**src/hw/rtl/ced_pkg.sv**
```systemverilog
// ----------------------------------------------------------------------------
// Closest-word edit distance package
// Shared widths, default parameter values, item kinds and sequencer states.
// ----------------------------------------------------------------------------
`default_nettype none

package ced_pkg;

	localparam int MAX_LEN_DEF   = 32;
	localparam int MAX_WORDS_DEF = 4096;

	localparam int CHAR_W  = 8;
	localparam int DIST_W  = 6;
	localparam int INDEX_W = 12;

	localparam logic KIND_QUERY = 1'b0;
	localparam logic KIND_DICT  = 1'b1;

	localparam logic [DIST_W-1:0] BEST_NONE = '1;

	typedef enum logic {
		ST_IDLE,
		ST_CELL
	} ced_state_t;

endpackage

`default_nettype wire

```
**src/hw/rtl/closest_word_edit_distance_unit.sv**
```systemverilog
// ----------------------------------------------------------------------------
// Closest-word edit distance unit
// Streams a query word and then dictionary words, and reports the unit-cost
// Levenshtein distance of every dictionary word along with the best match.
// ----------------------------------------------------------------------------
// Usage: a transaction is accepted on a rising edge with start high and busy
// low; kind selects a query byte or a dictionary byte, last marks the final
// byte of a word. The first query byte after a dictionary byte, after a query
// byte with last set, or after reset begins a new search and clears the best
// match and the word index.
// A query byte is taken in its accept cycle and busy stays low. A dictionary
// byte is accepted and then a single shared cell walks the column, one row per
// cycle and one row per stored query byte, reading the query and the previous
// column from memory. No walk takes place with an empty query or once the
// word is past MAX_LEN bytes.
// When the dictionary byte carrying last is finished, done pulses for exactly
// one cycle, the cycle after the final row or after a walk-free accept, with
// the word's distance, index, best match so far and the truncation flag. The
// receiver cannot stall; the result is only held until the next word ends.
// Reset clears the control state; the query memory needs no clearing because
// no row past the loaded query length is ever read.
// ----------------------------------------------------------------------------
`default_nettype none

module closest_word_edit_distance_unit #(
	parameter int MAX_LEN   = ced_pkg::MAX_LEN_DEF,
	parameter int MAX_WORDS = ced_pkg::MAX_WORDS_DEF
) (
	input  wire logic                           clk,
	input  wire logic                           arst_n,
	input  wire logic                           start,
	output logic                                busy,
	input  wire logic                           kind,
	input  wire logic [ced_pkg::CHAR_W-1:0]     char_code,
	input  wire logic                           last,
	output logic                                done,
	output logic      [ced_pkg::DIST_W-1:0]     distance,
	output logic      [ced_pkg::INDEX_W-1:0]    word_index,
	output logic                                is_best,
	output logic      [ced_pkg::DIST_W-1:0]     best_distance,
	output logic      [ced_pkg::INDEX_W-1:0]    best_index,
	output logic                                truncated
);

	localparam int ADDR_W = $clog2(MAX_LEN);
	localparam int LEN_W  = $clog2(MAX_LEN + 1);
	localparam int CNT_W  = $clog2(MAX_WORDS);
	localparam int WIDE_W = CNT_W + ced_pkg::INDEX_W;

	ced_pkg::ced_state_t state_q, state_d;

	// Search bookkeeping.
	logic [LEN_W-1:0]           qlen_q;
	logic                       open_q;
	logic [LEN_W-1:0]           dpos_q;
	logic [CNT_W-1:0]           cnt_q;
	logic [ced_pkg::DIST_W-1:0] best_dist_q;
	logic [CNT_W-1:0]           best_idx_q;
	logic                       best_valid_q;
	logic                       ovf_q;
	logic                       wtrunc_q;

	// Column walk registers.
	logic [ced_pkg::CHAR_W-1:0] char_q;
	logic                       last_q;
	logic                       first_q;
	logic [LEN_W-1:0]           diag_q;
	logic [LEN_W-1:0]           left_q;
	logic [ADDR_W-1:0]          idx_q;
	logic [LEN_W-1:0]           corner_q;

	// Memory interface.
	logic                       q_we;
	logic [ADDR_W-1:0]          q_waddr;
	logic                       d_we;
	logic [ADDR_W-1:0]          raddr;
	logic [ced_pkg::CHAR_W-1:0] q_rdata;
	logic [LEN_W-1:0]           d_rdata;

	logic                       accept;
	logic                       q_acc;
	logic                       d_acc;
	logic                       drop;
	logic                       qlen_zero;
	logic [LEN_W-1:0]           row;
	logic                       last_row;
	logic [LEN_W-1:0]           cell_up;
	logic [LEN_W-1:0]           cell_value;
	logic                       emit;
	logic [LEN_W-1:0]           emit_dist;
	logic [ced_pkg::DIST_W-1:0] emit_dist6;
	logic                       better;
	logic [WIDE_W-1:0]          cnt_wide;
	logic [WIDE_W-1:0]          best_wide;

	assign busy      = (state_q != ced_pkg::ST_IDLE);
	assign accept    = start && !busy;
	assign q_acc     = accept && (kind == ced_pkg::KIND_QUERY);
	assign d_acc     = accept && (kind == ced_pkg::KIND_DICT);
	assign drop      = (dpos_q == LEN_W'(MAX_LEN));
	assign qlen_zero = (qlen_q == '0);

	// Row number of the cell being updated, 1-based.
	assign row      = LEN_W'(idx_q) + LEN_W'(1);
	assign last_row = (row == qlen_q);

	// On the first byte of a word the previous column is the identity 0..len,
	// so the memory is bypassed instead of reloaded.
	assign cell_up = first_q ? row : d_rdata;

	ced_store #(
		.MAX_LEN (MAX_LEN),
		.ADDR_W  (ADDR_W),
		.LEN_W   (LEN_W)
	) u_store (
		.clk     (clk),
		.q_we    (q_we),
		.q_waddr (q_waddr),
		.q_wdata (char_code),
		.d_we    (d_we),
		.d_waddr (idx_q),
		.d_wdata (cell_value),
		.raddr   (raddr),
		.q_rdata (q_rdata),
		.d_rdata (d_rdata)
	);

	ced_cell #(
		.LEN_W (LEN_W)
	) u_cell (
		.query_byte (q_rdata),
		.word_byte  (char_q),
		.diag       (diag_q),
		.up         (cell_up),
		.left       (left_q),
		.cell_value (cell_value)
	);

	// Next state.
	always_comb begin
		state_d = state_q;
		unique case (state_q)
			ced_pkg::ST_IDLE: begin
				if (d_acc && !drop && !qlen_zero) begin
					state_d = ced_pkg::ST_CELL;
				end
			end
			ced_pkg::ST_CELL: begin
				if (last_row) begin
					state_d = ced_pkg::ST_IDLE;
				end
			end
			default: begin
				state_d = ced_pkg::ST_IDLE;
			end
		endcase
	end

	// Memory controls and result selection.
	always_comb begin
		q_we      = q_acc && (!open_q || (qlen_q < LEN_W'(MAX_LEN)));
		q_waddr   = open_q ? ADDR_W'(qlen_q) : '0;
		d_we      = 1'b0;
		raddr     = '0;
		emit      = 1'b0;
		emit_dist = '0;
		unique case (state_q)
			ced_pkg::ST_IDLE: begin
				emit = d_acc && last && (drop || qlen_zero);
				priority if (drop) begin
					emit_dist = qlen_zero ? dpos_q : corner_q;
				end else begin
					emit_dist = dpos_q + LEN_W'(1);
				end
			end
			ced_pkg::ST_CELL: begin
				d_we      = 1'b1;
				raddr     = ADDR_W'(row);
				emit      = last_row && last_q;
				emit_dist = cell_value;
			end
			default: begin
				emit = 1'b0;
			end
		endcase
	end

	assign emit_dist6 = ced_pkg::DIST_W'(emit_dist);
	assign better     = !best_valid_q || (emit_dist6 < best_dist_q);
	assign cnt_wide   = WIDE_W'(cnt_q);
	assign best_wide  = WIDE_W'(best_idx_q);

	// Control state.
	always_ff @(posedge clk or negedge arst_n) begin
		if (!arst_n) begin
			state_q      <= ced_pkg::ST_IDLE;
			qlen_q       <= '0;
			open_q       <= 1'b0;
			dpos_q       <= '0;
			cnt_q        <= '0;
			best_dist_q  <= ced_pkg::BEST_NONE;
			best_idx_q   <= '0;
			best_valid_q <= 1'b0;
			ovf_q        <= 1'b0;
			wtrunc_q     <= 1'b0;
			done         <= 1'b0;
		end else begin
			state_q <= state_d;
			done    <= emit;
			if (q_acc) begin
				if (!open_q) begin
					// A new search: the byte lands in row one.
					qlen_q       <= LEN_W'(1);
					dpos_q       <= '0;
					cnt_q        <= '0;
					best_dist_q  <= ced_pkg::BEST_NONE;
					best_idx_q   <= '0;
					best_valid_q <= 1'b0;
					ovf_q        <= 1'b0;
					wtrunc_q     <= 1'b0;
				end else if (qlen_q < LEN_W'(MAX_LEN)) begin
					qlen_q <= qlen_q + LEN_W'(1);
				end else begin
					ovf_q <= 1'b1;
				end
				open_q <= !last;
			end
			if (d_acc) begin
				open_q <= 1'b0;
				// A word that ends right here is wrapped up by the result below.
				if (!emit) begin
					if (drop) begin
						wtrunc_q <= 1'b1;
					end else begin
						dpos_q <= dpos_q + LEN_W'(1);
					end
				end
			end
			if (emit) begin
				if (cnt_q != CNT_W'(MAX_WORDS - 1)) begin
					cnt_q <= cnt_q + CNT_W'(1);
				end
				dpos_q   <= '0;
				wtrunc_q <= 1'b0;
				if (better) begin
					best_valid_q <= 1'b1;
					best_dist_q  <= emit_dist6;
					best_idx_q   <= cnt_q;
				end
			end
		end
	end

	// Column walk and result payload.
	always_ff @(posedge clk) begin
		if (d_acc) begin
			char_q  <= char_code;
			last_q  <= last;
			first_q <= (dpos_q == '0);
			diag_q  <= dpos_q;
			left_q  <= dpos_q + LEN_W'(1);
			idx_q   <= '0;
		end else if (state_q == ced_pkg::ST_CELL) begin
			diag_q <= cell_up;
			left_q <= cell_value;
			idx_q  <= ADDR_W'(row);
			if (last_row) begin
				corner_q <= cell_value;
			end
		end
		if (emit) begin
			distance   <= emit_dist6;
			word_index <= cnt_wide[ced_pkg::INDEX_W-1:0];
			is_best    <= better;
			if (better) begin
				best_distance <= emit_dist6;
				best_index    <= cnt_wide[ced_pkg::INDEX_W-1:0];
			end else begin
				best_distance <= best_dist_q;
				best_index    <= best_wide[ced_pkg::INDEX_W-1:0];
			end
			truncated <= ovf_q || wtrunc_q || ((state_q == ced_pkg::ST_IDLE) && drop);
		end
	end

endmodule

`default_nettype wire

```
**src/hw/rtl/ced_cell.sv**
```systemverilog
// ----------------------------------------------------------------------------
// Edit distance cell
// One unit-cost Levenshtein update: copy the diagonal on a match, otherwise
// one more than the smallest of the three neighbors.
// ----------------------------------------------------------------------------
`default_nettype none

module ced_cell #(
	parameter int LEN_W = 6
) (
	input  wire logic [ced_pkg::CHAR_W-1:0] query_byte,
	input  wire logic [ced_pkg::CHAR_W-1:0] word_byte,
	input  wire logic [LEN_W-1:0]           diag,
	input  wire logic [LEN_W-1:0]           up,
	input  wire logic [LEN_W-1:0]           left,
	output logic      [LEN_W-1:0]           cell_value
);

	logic [LEN_W-1:0] min_ul;
	logic [LEN_W-1:0] min_all;

	always_comb begin
		min_ul  = (up < left) ? up : left;
		min_all = (min_ul < diag) ? min_ul : diag;
		if (query_byte == word_byte) begin
			cell_value = diag;
		end else begin
			cell_value = min_all + LEN_W'(1);
		end
	end

endmodule

`default_nettype wire

```
**src/hw/rtl/ced_store.sv**
```systemverilog
// ----------------------------------------------------------------------------
// Query and column storage
// Holds the query bytes and the edit distance column, rows 1 to MAX_LEN.
// Both memories share one read address and return registered data.
// ----------------------------------------------------------------------------
`default_nettype none

module ced_store #(
	parameter int MAX_LEN = ced_pkg::MAX_LEN_DEF,
	parameter int ADDR_W  = $clog2(MAX_LEN),
	parameter int LEN_W   = $clog2(MAX_LEN + 1)
) (
	input  wire logic                          clk,
	input  wire logic                          q_we,
	input  wire logic [ADDR_W-1:0]             q_waddr,
	input  wire logic [ced_pkg::CHAR_W-1:0]    q_wdata,
	input  wire logic                          d_we,
	input  wire logic [ADDR_W-1:0]             d_waddr,
	input  wire logic [LEN_W-1:0]              d_wdata,
	input  wire logic [ADDR_W-1:0]             raddr,
	output logic      [ced_pkg::CHAR_W-1:0]    q_rdata,
	output logic      [LEN_W-1:0]              d_rdata
);

	logic [ced_pkg::CHAR_W-1:0] query_mem [MAX_LEN];
	logic [LEN_W-1:0]           col_mem   [MAX_LEN];

	always_ff @(posedge clk) begin
		if (q_we) begin
			query_mem[q_waddr] <= q_wdata;
		end
		q_rdata <= query_mem[raddr];
	end

	always_ff @(posedge clk) begin
		if (d_we) begin
			col_mem[d_waddr] <= d_wdata;
		end
		d_rdata <= col_mem[raddr];
	end

endmodule

`default_nettype wire

```
**config.mk**
```make
export PLATFORM = sky130hd
export DESIGN_NAME = closest_word_edit_distance_unit
export DESIGN_NICKNAME = d
export VERILOG_FILES = /design/src/hw/rtl/ced_pkg.sv /design/src/hw/rtl/closest_word_edit_distance_unit.sv /design/src/hw/rtl/ced_cell.sv /design/src/hw/rtl/ced_store.sv
export SDC_FILE = /design/constraint.sdc
export NUM_CORES = 1
export LEC_CHECK = 0
export BUFFER_PORTS_ARGS = -buffer_cell sky130_fd_sc_hd__buf_2
export CAP_MARGIN = 20
export CORE_MARGIN = 2
export CORE_UTILIZATION = 45
export DETAILED_ROUTE_END_ITERATION = 8
export HOLD_SLACK_MARGIN = 0.03
export PLACE_DENSITY = 0.61
export SYNTH_ARGS = -nofsm -noshare
export SYNTH_HDL_FRONTEND = slang
export SYNTH_SLANG_ARGS = --single-unit
```
**constraint.sdc**
```tcl
create_clock -name clk -period 12.1 [get_ports clk]
set_input_delay 1.815 -clock clk [delete_from_list [all_inputs] [get_ports clk]]
set_output_delay 1.815 -clock clk [all_outputs]
set_load 0.05 [all_outputs]
```
# After elaboration in Yosys (flattened, before gate mapping)
# Memories as Yosys holds them, arrays and structs flattened. A register that Yosys moved wholly into a read port is not among the register bits.
# Index checks and enable logic that the tools add are counted.
# op_classes
n_reduce_logical	28
n_lt_le_gt_ge	4
eq_ne	6
n_bitwise	3
muxes	56
n_addsub	5
# op_table
op	count
$mux 6	22
$mux 12	9
$mux 1	20
$add 6x1->6 const B	3
$lt 6x6->1	3
$add 12x1->12 const B	1
$logic_not 6->1	2
$ne 12x12->1 const B	1
$pmux 6 s2	1
$logic_and 1x1->1	10
$mux 5	2
$eq 8x8->1	1
$add 5x1->6 const B	1
$eq 6x6->1	1
$eq 6x6->1 const B	1
$logic_not 1->1	6
$lt 6x6->1 const B	1
$logic_or 1x1->1	5
$pmux 1 s2	2
$reduce_and 2->1	2
$reduce_bool 2->1	2
$not 1->1	3
$reduce_and 3->1	1
$ne 2x1->1 const B	1
$ne 2x2->1 const B	1
# word_totals
output_inout_bits	40
ff_bits	119
inputBits	13
mem_bits_rw	448
memories	2
elab_cells	128
# mem_list
memory	depth	word_bits	read_ports	rd_ports_with_merged_regs	wr	line_no	source
u_store.query_mem	32	8	1	1	1	ced_store.sv:25	logic [ced_pkg::CHAR_W-1:0] query_mem [MAX_LEN];
u_store.col_mem	32	6	1	1	1	ced_store.sv:26	logic [LEN_W-1:0] col_mem [MAX_LEN];

# Logic depth before layout (Yosys ltp)
# Gate-level depths: netlist (run 1).
# logic_depth
ltp_word	13
depth_mapped	37
depth_no_buf	33

# Modules after synthesis
# A second synthesis (run 1) with hierarchy kept.
# unflattened
cells_unflattened	1608
hier_area_um2	24408.4
# by_module_without_submodules
module	cells_per_inst	n_inst	seq_area_each_um2	area_per_inst_um2
ced_store	1052	1	13733.2	18222.5
closest_word_edit_distance_unit	448	1	3290.7	5385.2
ced_cell	108	1	0.0	800.8

# Least setup slack after synthesis (run 1)
# No wires, ideal clock.
# synth_path
kind	flip-flop to flip-flop
start	reg idx_q[0]
end	reg best_distance[0] in the netlist's numbering (data pin)
synth_period_minus_slack_ns	8.450
path_slack_ns	3.650
n_path_buf	3
arrival_time_ns	8.190
setup_time_ns	0.260
stages_incl_launch_ff	31
required_ns	11.840
cell_sequence	dfxtp_1 -> clkbuf_1 -> inv_1 -> ha_1 -> mux2i_1 -> inv_1 -> ha_1 -> nor2_1 -> a311oi_1 -> nor2_1 -> mux2_2 -> ha_1 -> a41o_1 -> a221oi_2 -> nand2_1 -> o21ai_1 -> mux2i_1 -> a211oi_1 -> a21oi_1 -> inv_1 -> ha_1 -> a21o_1 -> a21o_1 -> a21oi_1 -> nand3b_1 -> a311o_1 -> and2_1 -> buf_6 -> inv_2 -> buf_4 -> mux2_2
# synth_between
elab_chain_len	12
# synth_lines
element	line_no	source
start: declaration	closest_word_edit_distance_unit.sv:69	logic [ADDR_W-1:0] idx_q;
start signal: assignment	closest_word_edit_distance_unit.sv:266	idx_q <= ADDR_W'(row);
$add 5x1->6 *	closest_word_edit_distance_unit.sv:104	assign row = LEN_W'(idx_q) + LEN_W'(1);
via row[0]	closest_word_edit_distance_unit.sv:85	logic [LEN_W-1:0] row;
$mux 6 *	closest_word_edit_distance_unit.sv:109	assign cell_up = first_q ? row : d_rdata;
$lt 6x6->1	ced_cell.sv:23	min_ul = (up < left) ? up : left;
$mux 6 *	ced_cell.sv:23	
$lt 6x6->1	ced_cell.sv:24	min_all = (min_ul < diag) ? min_ul : diag;
$mux 6 *	ced_cell.sv:24	
$add 6x1->6 *	ced_cell.sv:28	cell_value = min_all + LEN_W'(1);
$mux 6 *	ced_cell.sv:25	if (query_byte == word_byte) begin
via cell_value[3]	closest_word_edit_distance_unit.sv:88	logic [LEN_W-1:0] cell_value;
$pmux 6 s2 *	closest_word_edit_distance_unit.sv:167	unique case (state_q)
via emit_dist[3]	closest_word_edit_distance_unit.sv:90	logic [LEN_W-1:0] emit_dist;
$lt 6x6->1 *	closest_word_edit_distance_unit.sv:189	assign better = !best_valid_q || (emit_dist6 < best_dist_q);
$logic_or 1x1->1 *	closest_word_edit_distance_unit.sv:189	
$mux 6 *	closest_word_edit_distance_unit.sv:275	if (better) begin
end signal: assignment	closest_word_edit_distance_unit.sv:276	best_distance <= emit_dist6;
end signal: assignment	closest_word_edit_distance_unit.sv:279	best_distance <= best_dist_q;
end: declaration	closest_word_edit_distance_unit.sv:40	output logic [ced_pkg::DIST_W-1:0] best_distance,
# Mark *: on every way through the listed nets, which the timed path passes. The rest lies on a longest branch.
# A chain may end at the register's enable or synchronous reset.

# Final worst setup path (run 1)
# layout_path
start	reg idx_q[0]
end	reg best_dist_q[0] in the netlist's numbering
# layout_between
elab_chain_len	13
elab_cells_between_ends	16
classes_between	2 x add/sub; 3 x order compare; 1 x eq/ne; 8 x mux; 2 x reduce/logical
# layout_lines
element	line_no	source
$add 5x1->6 *	closest_word_edit_distance_unit.sv:104	
$mux 6 *	closest_word_edit_distance_unit.sv:109	
$lt 6x6->1	ced_cell.sv:23	
$mux 6 *	ced_cell.sv:23	
$lt 6x6->1	ced_cell.sv:24	
$mux 6 *	ced_cell.sv:24	
$add 6x1->6 *	ced_cell.sv:28	
$mux 6 *	ced_cell.sv:25	
$pmux 6 s2 *	closest_word_edit_distance_unit.sv:167	
via emit_dist[2]	closest_word_edit_distance_unit.sv:90	
$lt 6x6->1 *	closest_word_edit_distance_unit.sv:189	
$logic_or 1x1->1 *	closest_word_edit_distance_unit.sv:189	
$mux 6 *	closest_word_edit_distance_unit.sv:245	if (better) begin
$mux 6 *	closest_word_edit_distance_unit.sv:239	if (emit) begin
end signal: assignment	closest_word_edit_distance_unit.sv:201	best_dist_q <= ced_pkg::BEST_NONE;
end signal: assignment	closest_word_edit_distance_unit.sv:216	best_dist_q <= ced_pkg::BEST_NONE;
end signal: assignment	closest_word_edit_distance_unit.sv:247	best_dist_q <= emit_dist6;
end: declaration	closest_word_edit_distance_unit.sv:57	logic [ced_pkg::DIST_W-1:0] best_dist_q;
# Marked as above.

==> results.yml, run 1 <==
place:
  port_buffers: 52
  gp_congestion: 0.835
  dp_hpwl_mm: 35.8
grt:
  grt_max_degree: 88
  grt_pass1_wl_mm: 91.3
  grt_usage_pct: 21.1
  antenna_found_initial: 1
  grt_pass1_vias: 15100
  overflow: 0
layout:
  post_route_cells_drive_above_1_share_pct: 10.3
  n_antenna_cell: 0
  synthToLayoutAreaGrowth_pct: 11.6
  nets: 1957
logic_synthesis:
  yosys_warnings: 0
  synth_area_leaders: "edfxtp_1, nand2_1, dfrtp_1"
  ys_seq_area_share_pct: 69.3
  yosysMostFrequentCell: "edfxtp_1"
  synth_top_flop_cell: "edfxtp_1"
  async_reset_ff_share_pct: 8.26
  synth_fp_nets: 1939
  yosysTopAreaCellShare_pct: 62.8
  synth_common_cells: "edfxtp_1, nand2_1, nor2_1"
  synth_area_sq_mm: 0.0246
  synth_top_cell_by_area: "edfxtp_1"
  netlist_instances: 1900
  ys_ff_latch: 581
  syn_avg_cell_area_sq_um: 12.9
  synth_edf_count: 514
  synthDistinctLibCells: 70
min_path:
  hold_class: "reg2reg"
  whs_path_depth: 1
cts:
  clock-sinks: 581
  clk_pin_slew_ns: 0.06
  cts_buffer_depth: 3
  h-tree-depth: 2
  post_cts_buffers: 0
  hold_buffers: 0
  clockRootBuffer: "clkbuf_16"
  cts_resized: 0
  cts_tree: "done"
  clk_latency_ns: 0.63
  cts_buffers: 60
worst_setup_path:
  reg2reg_setup_slack_ns: 1.90
  worstSetupStartpointType: "flop"
  r2r_start: "idx_q[0]"
  cp_data_arrival_time_ns: 10.74
  cp_data_required_time_ns: 12.64
  crit_path_frequent_cell: "ha_1"
  r2r-end: "best_dist_q[0]"
  max_stage_delay_ns: 0.86
  worstSetupStartpoint: "idx_q[0]"
  endpoint_kind: "flop"
  crit_fanout: 64
  reg2reg_depth: 31
  crit_slowest_cell: "dfxtp_4"
  critPathCapture: "best_dist_q[0]"
  worstSetupPathType: "reg2reg"
timing:
  maxSlewViolCount: 0
  worst_pin_slew_ns: 1.10
  period_share_pct: 84.3
  hold_viol_final: 0
  grt_setup_unrepaired: "false"
  final-setup-viol-count: 0
  fmax_mhz: 98.0
  skew_ns: 0.0273
  whs_ns: 0.478
  relSlewSlack_pct: 26.5
  setup_tns_ns: 0
  finalCriticalPeriod_ns: 10.20
route:
  via_per_inst: 5.86
  drc: 0
  ant_nets: 0
  avgRoutedWirePerCell_microns: 22.2
  first_iter_violations: 1330
  dr.pass1.iters: 6
  finalWirelength_mm: 59.1
  vias: 15600
die:
  core_sq_mm: 0.0539
  placementRows: 85
  start_util_pct: 45.6
  io_pins: 53
  dieArea_sq_mm: 0.0565
  die_y_microns: 238
  die_w_microns: 238
run_status:
  outcome: "finished clean"
flow_run:
  maxCapViolations: 0
[worst min path at each step]
| stage | startpoint | end | slack [ns] |
|---|---|---|---|
| after global placement | best_valid_q | best_valid_q | 0.47 |
| final | best_valid_q | best_valid_q | 0.48 |
| after detailed placement | best_valid_q | best_valid_q | 0.47 |
| after global routing | best_valid_q | best_valid_q | 0.51 |
| after CTS | best_valid_q | best_valid_q | 0.48 |
| after floorplan | best_valid_q | best_valid_q | 0.45 |
[sequential cells by signal (all words and copies together), names as in the netlist, 5 cells and up]
name and cells:
word_index 12, best_idx_q 12, best_index 12, idx_q 5, char_q 8, qlen_q 6, diag_q 6, left_q 6
u_store.q_rdata 8, dpos_q 6, corner_q 6, cnt_q 12, best_distance 6, distance 6, u_store.query_mem 256, u_store.col_mem 192
best_dist_q 6, u_store.d_rdata 6
[per-layer routing]
metal / wire, microns / vias to the layer above / GRT usage, %
met4: 1120 / 0 / 5.87
li1: - / 7225 / -
met2: 27400 / 465 / 33.0
met3: 3410 / 80 / 3.26
met1: 27200 / 7845 / 30.9
met5: 0 / - / 0
[logic make-up (layout without fill, tap and decap cells)]
kind of cell,Yosys count,in the layout,synth area share [%]
xor+xnor,26,26,0.927
fa+ha+maj,26,26,1.32
simple gates,654,654,11.7
buf+inv,162,230,2.67
flops,581,581,69.3
compound gates,384,384,11.2
mux,67,67,2.83
[cell type report]
type	instances	area, sq um
clock inverters	40	345
multi-input cells	1157	6940
clock buffers	72	1590
fillers	4570	26500
well taps	696	871
repair buffers	75	473
flip-flops and latches	581	17000
inverters	43	161
[per-stage QoR]
stage	setup slack [ns]	instance area [sq um]	utilization (%)	instances
after global routing	1.20	27400	50.8	2664
after global placement	2.32	25400	47.1	2550
after floorplan	3.65	24600	-	1900
after detailed placement	2.11	25500	47.2	2552
final	1.90	27400	50.8	2664
after CTS	2.00	27400	50.8	2664
[worst max-delay path: cells and delay by family (launching register included)]
family | cells | cell delay [ns]
fa+ha+maj | 4 | 1.10
xor+xnor | 1 | 0.24
mux | 4 | 1.45
flops | 1 | 0.86
buf+inv | 3 | 0.60
simple gates | 8 | 2.57
compound gates | 11 | 3.25
[cells in the final DEF, fill, tap and decap left out, types with 6 or more instances in the layout]
cell,n
edfxtp_1,514
nand2_1,343
nor2_1,110
a211oi_1,82
a311oi_1,71
nor2b_1,66
nand3_1,65
clkbuf_16,62
buf_2,52
mux2i_1,48
a21oi_1,46
a31oi_1,44
dfrtp_1,42
inv_1,41
o22ai_1,29
ha_1,26
o21ai_0,22
clkinv_1,21
o31ai_1,21
buf_4,21
mux2_2,18
dfxtp_1,18
a221oi_1,15
xor2_1,13
xnor2_1,11
clkinv_2,11
o21ai_1,10
clkbuf_1,10
and3_1,9
nand4_1,8
and2_1,8
nor3_1,8
nand2b_1,7
a21o_1,7
dfstp_2,6
bufinv_16,6
Power of run 1 is left out: the tool's default activity adds up to more than one toggle a clock period on the data nets, which glitch-free logic cannot reach.
==> inputs of run 2 (changes only) <==
- PLACE_DENSITY: 0.61 -> 0.64
- clock period: 12.1 -> 8.6 ns (I/O delays scaled with it)
==> run 2 against run 1 <==
Effect of this change:
- sequential share of layout area shrank 0.093 points
- clock-buffer cell count grew 8
- final area grew 0.16%
- register-to-register slack lost 1.4 ns
- critical path depth grew 2
- first-iteration DRC count grew 27%
- global-route usage shrank 0.74 points
- routed wire length shrank 2.1%
- setup slack lost 1.4 ns
- largest cell class unchanged
==> results.yml, run 2 (synthesis results as in run 1) <==
timing:
  worst_pin_slew_ns: 1.01
  relSlewSlack_pct: 31.8
  skew_ns: 0.0246
  whs_ns: 0.518
  period_share_pct: 94.2
  hold_viol_final: 0
  fmax_mhz: 123
  finalCriticalPeriod_ns: 8.11
  final-setup-viol-count: 0
  maxSlewViolCount: 0
place:
  gp_congestion: 0.853
  dp_hpwl_mm: 35.3
  place_inst: 2554
  port_buffers: 52
cts:
  clk_latency_ns: 0.61
  cts_resized: 0
  cts_tree: "done"
  hold_buffers: 0
  clockRootBuffer: "clkbuf_16"
  cts_buffers: 56
  clk_pin_slew_ns: 0.06
  h-tree-depth: 2
  post_cts_buffers: 0
  clock-sinks: 581
  cts_buffer_depth: 3
route:
  dr.pass1.iters: 6
  avgRoutedWirePerCell_microns: 21.7
  finalWirelength_mm: 57.9
  first_iter_violations: 1694
  vias: 15600
  drc: 0
  ant_nets: 0
  via_per_inst: 5.84
worst_setup_path:
  worstSetupPathType: "reg2reg"
  cp_data_required_time_ns: 9.12
  crit_fanout: 20
  max_stage_delay_ns: 0.44
  cp_data_arrival_time_ns: 8.62
  endpoint_kind: "flop"
  crit_slowest_cell: "o41a_1"
  worstSetupStartpointType: "flop"
  crit_path_frequent_cell: "ha_1"
die:
  io_pins: 53
  core_sq_mm: 0.0539
  start_util_pct: 45.6
  placementRows: 85
  die_w_microns: 238
  dieArea_sq_mm: 0.0565
  die_y_microns: 238
layout:
  final_common_cell: "edfxtp_1"
  top_regs: "u_store.query_mem: 256 flops, u_store.col_mem: 192 flops"
  fin_cells: 2664
  largest_reg_flops: 256
  final_cell_mix: "edfxtp_1, nand2_1, nor2_1"
  top_register: "u_store.query_mem"
  n_antenna_cell: 0
  nets: 1959
  synthToLayoutAreaGrowth_pct: 11.8
  post_route_cells_drive_above_1_share_pct: 11.0
run_status:
  outcome: "finished clean"
grt:
  antenna_found_initial: 1
  top_usage_layer: "met2"
  grt.met2_usage_pct: 32.2
  grt_usage_pct: 20.4
  grt_max_degree: 89
  grt_pass1_wl_mm: 88.6
  grt_pass1_vias: 15000
  met1_usage_pct: 28.8
  grt_use_met3_pct: 3.87
  overflow: 0
flow_run:
  maxCapViolations: 0
min_path:
  hold_class: "reg2reg"
==> run 2: metrics by stage <==
stage / setup WS (ns) / utilization, % / area, sq um / setup TNS (ns)
floorplan: 0.150 / - / 24600 / 0
global placement: 0.364 / 47.2 / 25400 / 0
detailed placement: 0.0616 / 47.3 / 25500 / 0
CTS: 0.0113 / 50.7 / 27300 / 0
global route: -0.0352 / 50.9 / 27500 / -0.0352
finish: 0.495 / 50.9 / 27500 / 0
==> run 2: per-layer routing <==
metal  wire length [microns]  vias to the layer above
met5                       0                        -
met4                    1360                        0
li1                        -                     7204
met2                   26700                      588
met1                   25300                     7663
met3                    4490                      108
==> run 2: area by class of cell <==
cell class | instances | area (sq um)
Fill cell | 4488 | 26500
Sequential cell | 581 | 17000
Multi-Input combinational cell | 1157 | 6980
Clock buffer | 80 | 1590
Tap cell | 696 | 871
Timing Repair Buffer | 81 | 587
Clock inverter | 26 | 229
Inverter | 43 | 163
==> run 2: worst paths after layout <==
| kind | startpoint | endpoint | slack [ns] | depth (start not counted) |
|---|---|---|---|---|
| max | idx_q[0] | best_dist_q[0] | 0.49 | 33 |
| max in group asynchronous | arst_n | dpos_q[5] | 7.35 | 2 |
| min reg2reg | best_idx_q[5] | best_idx_q[5] | 0.52 | 2 |
| min in group asynchronous | arst_n | best_idx_q[5] | 0.81 | 2 |
| max reg2reg | idx_q[0] | best_dist_q[0] | 0.49 | 33 |
| min | best_idx_q[5] | best_idx_q[5] | 0.52 | 2 |
==> run 2: critical path: cells and delay by family, from the launching register on <==
kind | cells | cell delay [ns]
AOI/OAI and AO/OA | 13 | 3.00
and+or+nand+nor | 6 | 1.37
adders and majority gates | 5 | 1.16
muxes | 3 | 0.97
buffers and inverters | 5 | 0.92
DFF | 1 | 0.36
xor gates and xnor gates | 1 | 0.21
Power of run 2 is left out for the same reason.
